<file path="src/hw/rtl/rgbc_pkg.sv">
// Shared types, constants and codes for the RGB 3x3 convolution filter.
// No dependencies; the top level, rgbc_col_cell and rgbc_kernel use rgbc_pkg by scoped names.
`default_nettype none

package rgbc_pkg;

    // Line buffer geometry
    localparam int LINE_DEPTH = 1024;
    localparam int COL_W      = $clog2(LINE_DEPTH);

    // Configuration field widths
    localparam int WIDTH_W    = 11;
    localparam int HEIGHT_W   = 12;
    localparam int ROW_W      = HEIGHT_W;
    localparam int PADDR_W    = 4;
    localparam int PDATA_W    = 32;

    // Smallest frame side that has an interior, and the widest frame the line buffers hold
    localparam logic [WIDTH_W-1:0]  MIN_WIDTH  = WIDTH_W'(3);
    localparam logic [HEIGHT_W-1:0] MIN_HEIGHT = HEIGHT_W'(3);
    localparam logic [WIDTH_W-1:0]  MAX_WIDTH  = WIDTH_W'(LINE_DEPTH);

    // Register reset values
    localparam logic [WIDTH_W-1:0]  FRAME_WIDTH_RST  = WIDTH_W'(640);
    localparam logic [HEIGHT_W-1:0] FRAME_HEIGHT_RST = HEIGHT_W'(480);

    // Register indexes (byte address / 4)
    typedef enum logic [1:0] {
        REG_FRAME_WIDTH   = 2'd0,
        REG_FRAME_HEIGHT  = 2'd1,
        REG_KERNEL_SELECT = 2'd2
    } reg_index_t;

    // Kernel codes
    typedef enum logic [1:0] {
        KERNEL_DX      = 2'd0,
        KERNEL_DY      = 2'd1,
        KERNEL_BLUR    = 2'd2,
        KERNEL_SHARPEN = 2'd3
    } kernel_t;

    // One pixel, packed as blue in the low byte
    typedef struct packed {
        logic [7:0] red;
        logic [7:0] green;
        logic [7:0] blue;
    } pixel_t;

    // One window column, top to bottom
    typedef struct packed {
        pixel_t top;
        pixel_t mid;
        pixel_t bot;
    } column_t;

endpackage

`default_nettype wire

</file>
<file path="src/hw/rtl/rgbc_col_cell.sv">
// One window column cell: holds three pixels and passes them to its neighbor.
// Depends on rgbc_pkg for column_t.
`default_nettype none

module rgbc_col_cell (
    input  wire logic             clk,
    input  wire logic             rst_n,
    input  wire logic             shift,
    input  wire rgbc_pkg::column_t col_in,
    output      rgbc_pkg::column_t col_out
);

    rgbc_pkg::column_t col_reg;

    // Advance the column by one place on each shift
    always_ff @(posedge clk or negedge rst_n)
    begin
        if (!rst_n)
        begin
            col_reg <= '0;
        end
        else if (shift)
        begin
            col_reg <= col_in;
        end
    end

    assign col_out = col_reg;

endmodule

`default_nettype wire

</file>
<file path="config.mk">
export PLATFORM = sky130hd
export DESIGN_NAME = rgbc_col_cell
export DESIGN_NICKNAME = d
export VERILOG_FILES = /design/src/hw/rtl/rgbc_pkg.sv /design/src/hw/rtl/rgbc_col_cell.sv
export SDC_FILE = /design/constraint.sdc
export NUM_CORES = 1
export LEC_CHECK = 0
export BUFFER_PORTS_ARGS = -buffer_cell sky130_fd_sc_hd__buf_2
export CAP_MARGIN = 10
export CORE_UTILIZATION = 25
export DETAILED_ROUTE_END_ITERATION = 12
export GPL_TIMING_DRIVEN = 0
export PLACE_DENSITY_LB_ADDON = 0.2
export SETUP_SLACK_MARGIN = 0.15
export SYNTH_ARGS = -nofsm -noshare
export SYNTH_HDL_FRONTEND = slang
export SYNTH_SLANG_ARGS = --single-unit
</file>
<file path="constraint.sdc">
create_clock -name clk -period 1.4 [get_ports clk]
set_input_delay 0.21 -clock clk [delete_from_list [all_inputs] [get_ports clk]]
set_output_delay 0.21 -clock clk [all_outputs]
set_load 0.005 [all_outputs]
</file>
==> summary.md <==
| Metric | Value |
|---|---|
| Outcome | complete, but fails checks |
| Violations in the final reports | design-rule violations |
| Crit end category | primary output |
| Leading area contributor after synthesis | dfrtp_1 |
| Maximum number of pins on one net before global-route repair | 39 |
| Pins over their slew limit | 0 |
| P_sw | 1.27 mW |
| Share of synthesized area spent on multiplexers | 35.5% |
| RSZ-0062 raised after global routing | false |
| Iteration-0 DRC Markers | 30 |
| Max-cap violations | 0 |
| Met1 wire length | 3030 um |
| Fraction of synthesized cell area in xor and xnor cells | 0% |
| Minimum period implied by the final worst setup slack | 1060 ps |
| Metal2 WL | 3010 um |
| Final Instance Count excl. Fillers | 457 |
| Final period util | 75.5% |
| Sequential fraction of design power | 44.5% |
| Critical path startpoint category | register |
| Warning count from the yosys run | 0 |
| Hold WC Path Type | in -> reg |
| Cells traversed along the worst timing path | buf_2 |
| Main area contributors after synthesis | dfrtp_1 (60%), mux2_4 (35%), buf_12 (4.6%) |
| HPWL Detailed | 4750 um |
| Initial Utilization | 26.1% |
| Nets@finish | 385 |
| Flip-flop count of the largest register, all copies and words added | 72 |
| Maximum clock rate | 946 MHz |
| Die extent in x | 112 um |
| Compound-Gate Fraction of Synth Area | 0% |
| Endpoints failing hold | 0 |
| Number of buffers inserted by post-CTS setup repair | 0 |
| 1st-pass router iterations | 9 |
| Number of I/O port buffers | 145 |
| Dominant combinational cell family by area after synthesis | multiplexers |
| Sum of routed wire length over all layers | 6540 um |
| Leakage component of the power | 2.21 nW |
| Worst setup skew after layout | 0 ps |
| Layout cells sized above 1 | 76.8% |
| Number of inserted filler cells in the final layout | 1144 |
| Placed instance count | 441 |
| Overall track demand over capacity in global routing | 11.4% |
| Basic-gate share of the synthesized area counting and, or, nand and nor cells | 0% |
| Number of antenna violations at the first check in global routing | 0 |
| I/O pin count | 147 |
| Average via count per standard cell | 4.00 |
| Worst Path Buf+Inv | 1 |
| Commonest non-fill, non-tap cell in the layout | buf_2 |
| CTS sink count | 72 |
| Worst hold stages | 2 |
| Clock latency at the later pin of the worst-skew pair | 320 ps |
| Worst-Margin Slew | 458 ps |
| Htree depth | 3 |
| Number of clock buffers inserted by TritonCTS | 9 |
| Required time at the endpoint of the critical path | 1190 ps |
| Net Count, Synth | 227 |
| Sequential area share after synthesis | 59.5% |
| Layout Area Growth over Synthesis | 40.3% |
| Gp weighted congestion | 0.688 |
| Post-synthesis instance total | 152 |
| Max rail drop VDD | 0.000405 V |
| Tightest slew margin relative to the limit | 69.4% |
| Number of routed nets with antenna violations | 0 |
| Max Fanout on Critical Path | 2 |
| Setup WS pre-CTS | 349 ps |
| Chip height | 112 um |
| Fraction of power spent switching nets | 23.4% |
| Detailed-route DRC error count | 7 |
| Via count of the first global-routing pass | 2043 |
| Count of final setup violators | 0 |
| Arrival time at the worst endpoint | 850 ps |
| Comb pwr share | 15.8% |
| Fraction of the mapped netlist area in adder cells | 0% |
| Pwr/cell area | 1270 nW/um2 |
| CTS tree | done |
| Share of the synthesized area in the top cell type | 59.5% |
| Clock transition time at the flip-flop clock pins of the worst setup and hold paths | 60 ps |
| Total Power Consumption | 5.40 mW |
| Worst setup path class | reg -> out |
| First-pass GRT wire length | 10800 um |
| Worst path max stage delay | 390 ps |
| CTS resizes | 0 |
| Number of core rows | 39 |
| Number of distinct library cells after synthesis | 5 |
| Remaining global-route overflow | 0 |
| Hold-fix buffers at CTS | 1 |
| Gate family responsible for the most delay along the worst path | flip-flops |
| Post-route worst setup slack | 342 ps |
| Length of routed met3 wiring | 417 um |
| P_int | 4.13 mW |
| Cell with the biggest individual delay on the critical path | dfrtp_1 |
| CP Depth | 1 |
| Top library cells by usage in the layout, fill and taps aside | buf_2 (144), dfrtp_1 (72), mux2_4 (70) |
| Highest metal layer used by the detailed router | met4 |
| Depth of the most critical reg-to-reg path | 1 |
| Share of the core filled with cells | 36.6% |
| Post-synthesis average cell area | 19.9 um2 |
| Average wire length per cell after detail routing | 14.3 um |
| Total number of vias | 1830 |
| Yosys reg bits | 72 |
| Core footprint | 11600 um2 |
| Root buf cell | clkbuf_16 |
| Bufs on Longest Clock Path | 2 |
| Die Footprint | 12600 um2 |
| Antenna Diode Count | 0 |
| Total standard cell area after synthesis | 3030 um2 |
| Power share of the clock group | 39.7% |
-- cell type report --
cell class                      instances  area (um2)  area share (%)
Sequential cell                        72        1800            42.4
Multi-Input combinational cell         72        1070            25.3
Buffer                                  8         151            3.57
Tap cell                              143         179            4.21
Clock buffer                           11         253            5.95
Clock inverter                          4        30.0           0.707
Timing Repair Buffer                  147         758            17.9
-- metrics by stage --
step	TNS, ps	area (um2)	hold slack, ps
final	0	4250	109
after detailed placement	0	3950	198
after CTS	0	4250	96.4
after floorplan	0	3030	-85.6
after global placement	-25840	3930	441
after global routing	0	4250	95.0
-- cell families (layout without fill, tap and decap cells) --
family,count (synthesis),after routing
buffers and inverters,8,170
DFF,72,72
muxes,72,72
-- final timing paths --
check	from	end	slack, ps
worst max register to register	col_out[10]	col_out[10]	630
worst min-delay path	col_in[14]	col_out[14]	110
min in group asynchronous	rst_n	col_out[59]	380
worst min register to register	col_out[15]	col_out[15]	500
max in group asynchronous	rst_n	col_out[65]	450
worst max-delay path	col_out[10]	col_out[10]	340
-- cells in the mapped netlist (all sizes together) --
master	count
buf	8
dfrtp	72
mux2	72
-- power groups by stage --
stage | Sequential, mW | Clock, mW | Combinational (mW)
after floorplan | 2.45 | 0 | 0.429
after global placement | 2.43 | 0 | 0.856
after detailed placement | 2.43 | 0 | 0.869
after CTS | 2.41 | 2.24 | 0.870
after global routing | 2.43 | 2.35 | 0.925
final | 2.40 | 2.14 | 0.851
-- layer usage --
metal  vias up  track usage [%]
li1        846                -
met3         8             3.40
met5         -                0
met2        79             17.1
met4         0             5.07
met1       897             15.1
No activity file was read; power rests on OpenSTA's default activity.
