## config.mk

```make
export PLATFORM = sky130hd
export DESIGN_NAME = rgbc_kernel
export DESIGN_NICKNAME = d
export VERILOG_FILES = /design/src/hw/rtl/rgbc_pkg.sv /design/src/hw/rtl/rgbc_kernel.sv
export SDC_FILE = /design/constraint.sdc
export NUM_CORES = 1
export LEC_CHECK = 0
export ABC_CLOCK_PERIOD_IN_PS = 11190
export BUFFER_PORTS_ARGS = -buffer_cell sky130_fd_sc_hd__buf_2
export CAP_MARGIN = 10
export CELL_PAD_IN_SITES_DETAIL_PLACEMENT = 0
export CELL_PAD_IN_SITES_GLOBAL_PLACEMENT = 1
export CORE_AREA = 3 3 121 123
export DETAILED_ROUTE_END_ITERATION = 6
export DIE_AREA = 0 0 124 126
export PLACE_DENSITY = 0.9
export SYNTH_ARGS = -nofsm -noshare
export SYNTH_HDL_FRONTEND = slang
export SYNTH_SLANG_ARGS = --single-unit
export TNS_END_PERCENT = 30
```

## constraint.sdc

```tcl
create_clock -name vclk -period 11.19
set_clock_uncertainty 0.1 [all_clocks]
set_input_delay 2.238 -clock vclk [all_inputs]
set_output_delay 2.238 -clock vclk [all_outputs]
set_load 0.02 [all_outputs]
```

## src/hw/rtl/rgbc_pkg.sv

```systemverilog
// Shared types, constants and codes for the RGB 3x3 convolution filter.
// No dependencies; the top level, rgbc_col_cell and rgbc_kernel use rgbc_pkg by scoped names.
`default_nettype none

package rgbc_pkg;

    // Line buffer geometry
    localparam int LINE_DEPTH = 1024;
    localparam int COL_W      = $clog2(LINE_DEPTH);

    // Configuration field widths
    localparam int WIDTH_W    = 11;
    localparam int HEIGHT_W   = 12;
    localparam int ROW_W      = HEIGHT_W;
    localparam int PADDR_W    = 4;
    localparam int PDATA_W    = 32;

    // Smallest frame side that has an interior, and the widest frame the line buffers hold
    localparam logic [WIDTH_W-1:0]  MIN_WIDTH  = WIDTH_W'(3);
    localparam logic [HEIGHT_W-1:0] MIN_HEIGHT = HEIGHT_W'(3);
    localparam logic [WIDTH_W-1:0]  MAX_WIDTH  = WIDTH_W'(LINE_DEPTH);

    // Register reset values
    localparam logic [WIDTH_W-1:0]  FRAME_WIDTH_RST  = WIDTH_W'(640);
    localparam logic [HEIGHT_W-1:0] FRAME_HEIGHT_RST = HEIGHT_W'(480);

    // Register indexes (byte address / 4)
    typedef enum logic [1:0] {
        REG_FRAME_WIDTH   = 2'd0,
        REG_FRAME_HEIGHT  = 2'd1,
        REG_KERNEL_SELECT = 2'd2
    } reg_index_t;

    // Kernel codes
    typedef enum logic [1:0] {
        KERNEL_DX      = 2'd0,
        KERNEL_DY      = 2'd1,
        KERNEL_BLUR    = 2'd2,
        KERNEL_SHARPEN = 2'd3
    } kernel_t;

    // One pixel, packed as blue in the low byte
    typedef struct packed {
        logic [7:0] red;
        logic [7:0] green;
        logic [7:0] blue;
    } pixel_t;

    // One window column, top to bottom
    typedef struct packed {
        pixel_t top;
        pixel_t mid;
        pixel_t bot;
    } column_t;

endpackage

`default_nettype wire

```

## src/hw/rtl/rgbc_kernel.sv

```systemverilog
// 3x3 kernel on one color channel with clamp to 0..255.
// Depends on rgbc_pkg for kernel_t.
`default_nettype none

module rgbc_kernel (
    input  wire rgbc_pkg::kernel_t         kernel_sel,
    input  wire logic [2:0][2:0][7:0]      taps,      // [row][col], row 0 top
    output      logic [7:0]                result
);

    logic signed [12:0] p00, p01, p02, p10, p11, p12, p20, p21, p22;
    logic signed [12:0] sum;

    // Widen taps to signed
    assign p00 = signed'({5'b0, taps[0][0]});
    assign p01 = signed'({5'b0, taps[0][1]});
    assign p02 = signed'({5'b0, taps[0][2]});
    assign p10 = signed'({5'b0, taps[1][0]});
    assign p11 = signed'({5'b0, taps[1][1]});
    assign p12 = signed'({5'b0, taps[1][2]});
    assign p20 = signed'({5'b0, taps[2][0]});
    assign p21 = signed'({5'b0, taps[2][1]});
    assign p22 = signed'({5'b0, taps[2][2]});

    // Weighted sum for the selected kernel
    always_comb
    begin
        case (kernel_sel)
            rgbc_pkg::KERNEL_DX:
            begin
                sum = (p02 + p12 + p22) - (p00 + p10 + p20);
            end
            rgbc_pkg::KERNEL_DY:
            begin
                sum = (p20 + p21 + p22) - (p00 + p01 + p02);
            end
            rgbc_pkg::KERNEL_BLUR:
            begin
                // Sum never negative, so the shift is a floor divide by 16
                sum = (p00 + (p01 <<< 1) + p02
                     + (p10 <<< 1) + (p11 <<< 2) + (p12 <<< 1)
                     + p20 + (p21 <<< 1) + p22) >>> 4;
            end
            rgbc_pkg::KERNEL_SHARPEN:
            begin
                sum = ((p11 <<< 3) + p11)
                    - (p00 + p01 + p02 + p10 + p12 + p20 + p21 + p22);
            end
            default:
            begin
                sum = '0;
            end
        endcase
    end

    // Clamp to a byte
    always_comb
    begin
        if (sum < 0)
        begin
            result = 8'd0;
        end
        else if (sum > 13'sd255)
        begin
            result = 8'd255;
        end
        else
        begin
            result = sum[7:0];
        end
    end

endmodule

`default_nettype wire
```

==> results_dict.tcl, run 1 <==
set metrics [dict create \
    final_cell_mix "inv_1 (172), fa_1 (143), buf_2 (82)" \
    die_w_um 124 \
    grt_max_degree 21 \
    worst_pin_slew_ps 777.2 \
    finalMaxSlewViolations 0 \
    yosys.area.top_type_share_pct 44.32 \
    initial_core_util_pct 47.23 \
    grt_pass1_vias 5504 \
    worstPathCellList "buf_2, fa_1, ha_1, a21o_1, a21oi_1, o21bai_1, a21oi_2, xnor2_1, fa_1, fa_1, fa_1, fa_1, inv_1, ha_1, or2_2, and3_1, o21ai_0, nand4_1, a211oi_1, a2111oi_4, buf_4, a211oi_1, buf_2" \
    ant_nets 0 \
    endpoint_kind "primary output" \
    crit_required_ps 8850 \
    antenna_cells_inserted 0 \
    final_hold_viol_count 0 \
    post_cts_hold_buffer_count 0 \
    criticalPathCategory "primary input to primary output" \
    fin_setup_tns_ps 0 \
    netlist_area_sq_mm 0.006505 \
    synth_cell_type_count 54 \
    dp_hpwl_um 15420 \
    die_area_sq_mm 0.01562 \
    min_path_type "primary input to primary output" \
    clkbuf_count 0 \
    timing.critical_path.arrival_ps 8500 \
    path_delay_family "adder cells" \
    critical_path.endpoint "result[7]" \
    syn_avg_cell_area_sq_um 9.201 \
    period_needed_ps 10840 \
    overflow 0 \
    synth_seq_area_share_pct 0 \
    synth_nets 996 \
    rows 43 \
    start_kind "primary input" \
    max-cap-violations 0 \
    setup_violations 0 \
    slew_headroom_pct 46.70 \
    grt_use_total_pct 22.51 \
    critPathMostFrequentCell "fa_1" \
    min_from "kernel_sel[0]" \
    n_sequential_cell 0 \
    synthToLayoutAreaGrowth_pct 11.21 \
    drt_wl_total_um 16720 \
    drtPass1Iterations 5 \
    wire_per_inst_um 17.14 \
    worstSetupPathDepth 23 \
    num_io_pins 82 \
    core_area_sq_mm 0.01377 \
    synthCells 707 \
    finalCritPeriodShare_pct 96.85 \
    synth_area_leaders "fa_1 (44%), ha_1 (14%), inv_1 (9.9%)" \
    die_h_um 126 \
    path_buf_inv 4 \
    viasPerCell 5.233 \
    grt_pass1_wl_um 27610 \
    nFillCells 1307 \
    worst_path_max_delay_cell "fa_1" \
    synth_largest_area_cell "fa_1" \
    multi_input_area_sq_mm 0.005874 \
    antenna_found_initial 0 \
    slowest_delay_ps 620 \
    drtIter0Drc 287 \
    drive_gt1_share_pct 13.71 \
    rsz0062_at_grt "no" \
    final_nets 1086 \
    vias 5102 \
    ys_warn_count 0 \
    seq_area_sq_um 0 \
    final_common_cell "inv_1" \
    startpoint "taps[2]" \
    remaining_drc_errors 0 \
    max_freq_ghz 0.09227 \
    status "completed" \
    critical_path_peak_fanout 8 \
    place_congestion 0.8821 \
    portBuffers 82 \
]
## what timing repair did
action	CTS	global route
setup endpoints to repair	0	8
hold endpoints to repair	0	0
buffers inserted	0	1
resized for setup	0	8
## per-stage QoR
stage               hold slack [ps]  util [%]  cells  instance area [sq um]  setup slack (ps)
detailed placement             5161     52.21    974                   7191             18.97
floorplan                      4845         -    707                   6505             489.5
global placement               5161     52.21    974                   7191             91.41
CTS                            5170     52.21    974                   7191             6.852
finish                         5171     52.53    975                   7234             352.4
global route                   5262     52.53    975                   7234             9.987
## how the worst min path moves through the flow
stage	to	cells past startpoint
after detailed placement	result[0]	6
final	result[4]	6
after CTS	result[0]	6
after floorplan	result[4]	5
after global routing	result[4]	6
after global placement	result[0]	6
## routing by layer
layer / vias up / track usage [%] / wire, um / share of wire (%)
li1: 2492 / - / - / -
met1: 2461 / 29.69 / 6935 / 41
met2: 126 / 40.47 / 8598 / 51
met3: 23 / 0.8083 / 672 / 4.0
met4: 0 / 5.799 / 507 / 3.0
met5: - / 0 / 0 / 0
## cells in the mapped netlist (2+ instances only)
cell,n
nor3b_1,3
o2111ai_1,3
mux4_2,3
and4b_1,2
buf_2,2
xnor2_1,17
o21a_1,8
ha_1,71
and3_1,5
o21bai_1,10
xor2_1,20
inv_1,172
nor3_1,13
a31oi_1,3
a41oi_1,3
mux2i_1,4
o211ai_1,10
nand2b_1,3
nor4_1,4
nor2_1,37
nor2b_1,8
mux2_2,2
a311oi_1,2
o22ai_1,2
nand3_1,19
o21ai_0,12
and2_1,4
nand2_1,19
a21oi_1,47
fa_1,144
o31ai_1,8
a21o_1,12
a211o_1,4
a211oi_1,7
clkbuf_1,2
or3_1,3
o31a_1,2
## final cells by class
cell class                      instances  share of cell area (%)
Timing Repair Buffer                   92                   6.710
Tap cell                              180                   3.113
Inverter                              173                   8.976
Multi-Input combinational cell        530                   81.20
## logic make-up (layout without fill, tap and decap cells)
logic type,Yosys count,after routing,share of synthesized area [%]
buffers and inverters,177,265,10.25
AOI/OAI and AO/OA,143,143,15.14
and+or+nand+nor,126,126,9.656
adders and majority gates,215,215,57.97
xor gates and xnor gates,37,37,4.982
muxes,9,9,2.000
Power of run 1 is left out: the tool's default activity adds up to more than one toggle a clock period on the data nets, which glitch-free logic cannot reach.
==> inputs of run 2 (changes only) <==
--- a/config.mk
+++ b/config.mk
@@ -10,10 +10,10 @@
 export CAP_MARGIN = 10
 export CELL_PAD_IN_SITES_DETAIL_PLACEMENT = 0
 export CELL_PAD_IN_SITES_GLOBAL_PLACEMENT = 1
-export CORE_AREA = 3 3 121 123
+export CORE_AREA = 3 3 132 134
 export DETAILED_ROUTE_END_ITERATION = 6
-export DIE_AREA = 0 0 124 126
-export PLACE_DENSITY = 0.9
+export DIE_AREA = 0 0 135 137
+export PLACE_DENSITY = 0.78
 export SYNTH_ARGS = -nofsm -noshare
 export SYNTH_HDL_FRONTEND = slang
 export SYNTH_SLANG_ARGS = --single-unit
==> run 2 against run 1 <==
Against the previous run: sequential cell count did not move; utilization fell by 8.1 points; non-clock buffer count fell by 4; count of clock-buffer cells in the layout did not move.
==> results_dict.tcl, run 2 (synthesis results as in run 1) <==
set metrics [dict create \
    setup_violations 0 \
    nFillCells 1618 \
    finalCritPeriodShare_pct 96.69 \
    num_io_pins 82 \
    slew_headroom_pct 50.85 \
    antenna_found_initial 0 \
    drtIter0Drc 226 \
    place_congestion 0.8971 \
    rows 47 \
    vias 5077 \
    drive_gt1_share_pct 13.91 \
    worst_pin_slew_ps 734.1 \
    final_nets 1082 \
    synthToLayoutAreaGrowth_pct 11.94 \
    slowest_delay_ps 530 \
    n_sequential_cell 0 \
    grt_pass1_vias 5283 \
    grt_pass1_wl_um 27050 \
    antenna_cells_inserted 0 \
    crit_required_ps 8850 \
    multi_input_area_sq_mm 0.005899 \
    critical_path_peak_fanout 8 \
    start_kind "primary input" \
    whs_ps 5173 \
    endpoint_kind "primary output" \
    rsz0062_at_grt "no" \
    stdcell_area_sq_mm 0.007282 \
    die_area_sq_mm 0.01850 \
    max_freq_ghz 0.09242 \
    fin_setup_tns_ps 0 \
    ant_nets 0 \
    drt_wl_total_um 16530 \
    initial_core_util_pct 39.65 \
    die_h_um 137 \
    wire_per_inst_um 16.35 \
    dpl_cell_area_sq_mm 0.007211 \
    dp_hpwl_um 15320 \
    remaining_drc_errors 0 \
    seq_area_sq_um 0 \
    critPathMostFrequentCell "inv_1" \
    core_area_sq_mm 0.01641 \
    clkbuf_count 0 \
    viasPerCell 5.022 \
    period_needed_ps 10820 \
    final_hold_viol_count 0 \
    min_path_type "primary input to primary output" \
    utilization_pct 44.38 \
    worst_path_max_delay_cell "fa_1" \
    grt_max_degree 21 \
    grt_use_total_pct 18.53 \
    die_w_um 135 \
    final_cell_mix "inv_1 (172), fa_1 (143), buf_2 (81)" \
    final_common_cell "inv_1" \
    criticalPathCategory "primary input to primary output" \
    timing.critical_path.arrival_ps 8480 \
    drtPass1Iterations 4 \
    finalMaxSlewViolations 0 \
    overflow 0 \
    max-cap-violations 0 \
    status "completed" \
    portBuffers 82 \
]
run 2: cell count changes in the layout (fill, tap and decap cells not counted), sizes merged:
cell | before | now
buf | 92 | 88
run 2: layer usage:
metal | track usage (%) | vias to the layer above | part of all wire, %
met1 | 24.87 | 2435 | 44
met2 | 33.57 | 120 | 50
met4 | 4.535 | 0 | 3.0
li1 | - | 2494 | -
met3 | 0.3309 | 28 | 3.1
met5 | 0 | - | 0
run 2: repair_timing:
| item | 4_1_cts | 5_1_grt |
|---|---|---|
| endpoints found under the hold margin | 0 | 0 |
| setup endpoints to repair | 0 | 8 |
| resized for setup | 0 | 14 |
| setup buffers | 0 | 1 |
| hold buffers | 0 | 0 |
run 2: area by class of cell:
| cell class | count | area share (%) |
|---|---|---|
| multi-input cells | 530 | 81.01 |
| inverters | 173 | 8.918 |
| repair buffers | 88 | 6.289 |
| well taps | 220 | 3.780 |
run 2: worst max-delay path: cells and delay by family:
| kind | cells | cell delay [ps] |
|---|---|---|
| AND/OR/NAND/NOR | 4 | 590 |
| AO/OA/AOI/OAI | 8 | 1380 |
| XOR/XNOR | 1 | 120 |
| buffers and inverters | 9 | 770 |
| adder cells (fa/ha/maj) | 8 | 3380 |
run 2: final timing paths:
kind                       from   endpoint  cells past startpoint
setup / recovery        taps[1]  result[7]                     30
hold / removal    kernel_sel[0]  result[4]                      6
run 2: metrics by stage:
stage,setup slack [ps],instances
floorplan,489.5,707
global placement,74.61,1010
detailed placement,69.91,1010
CTS,47.36,1010
global route,2.287,1011
finish,370.3,1011
Power of run 2 is left out for the same reason.
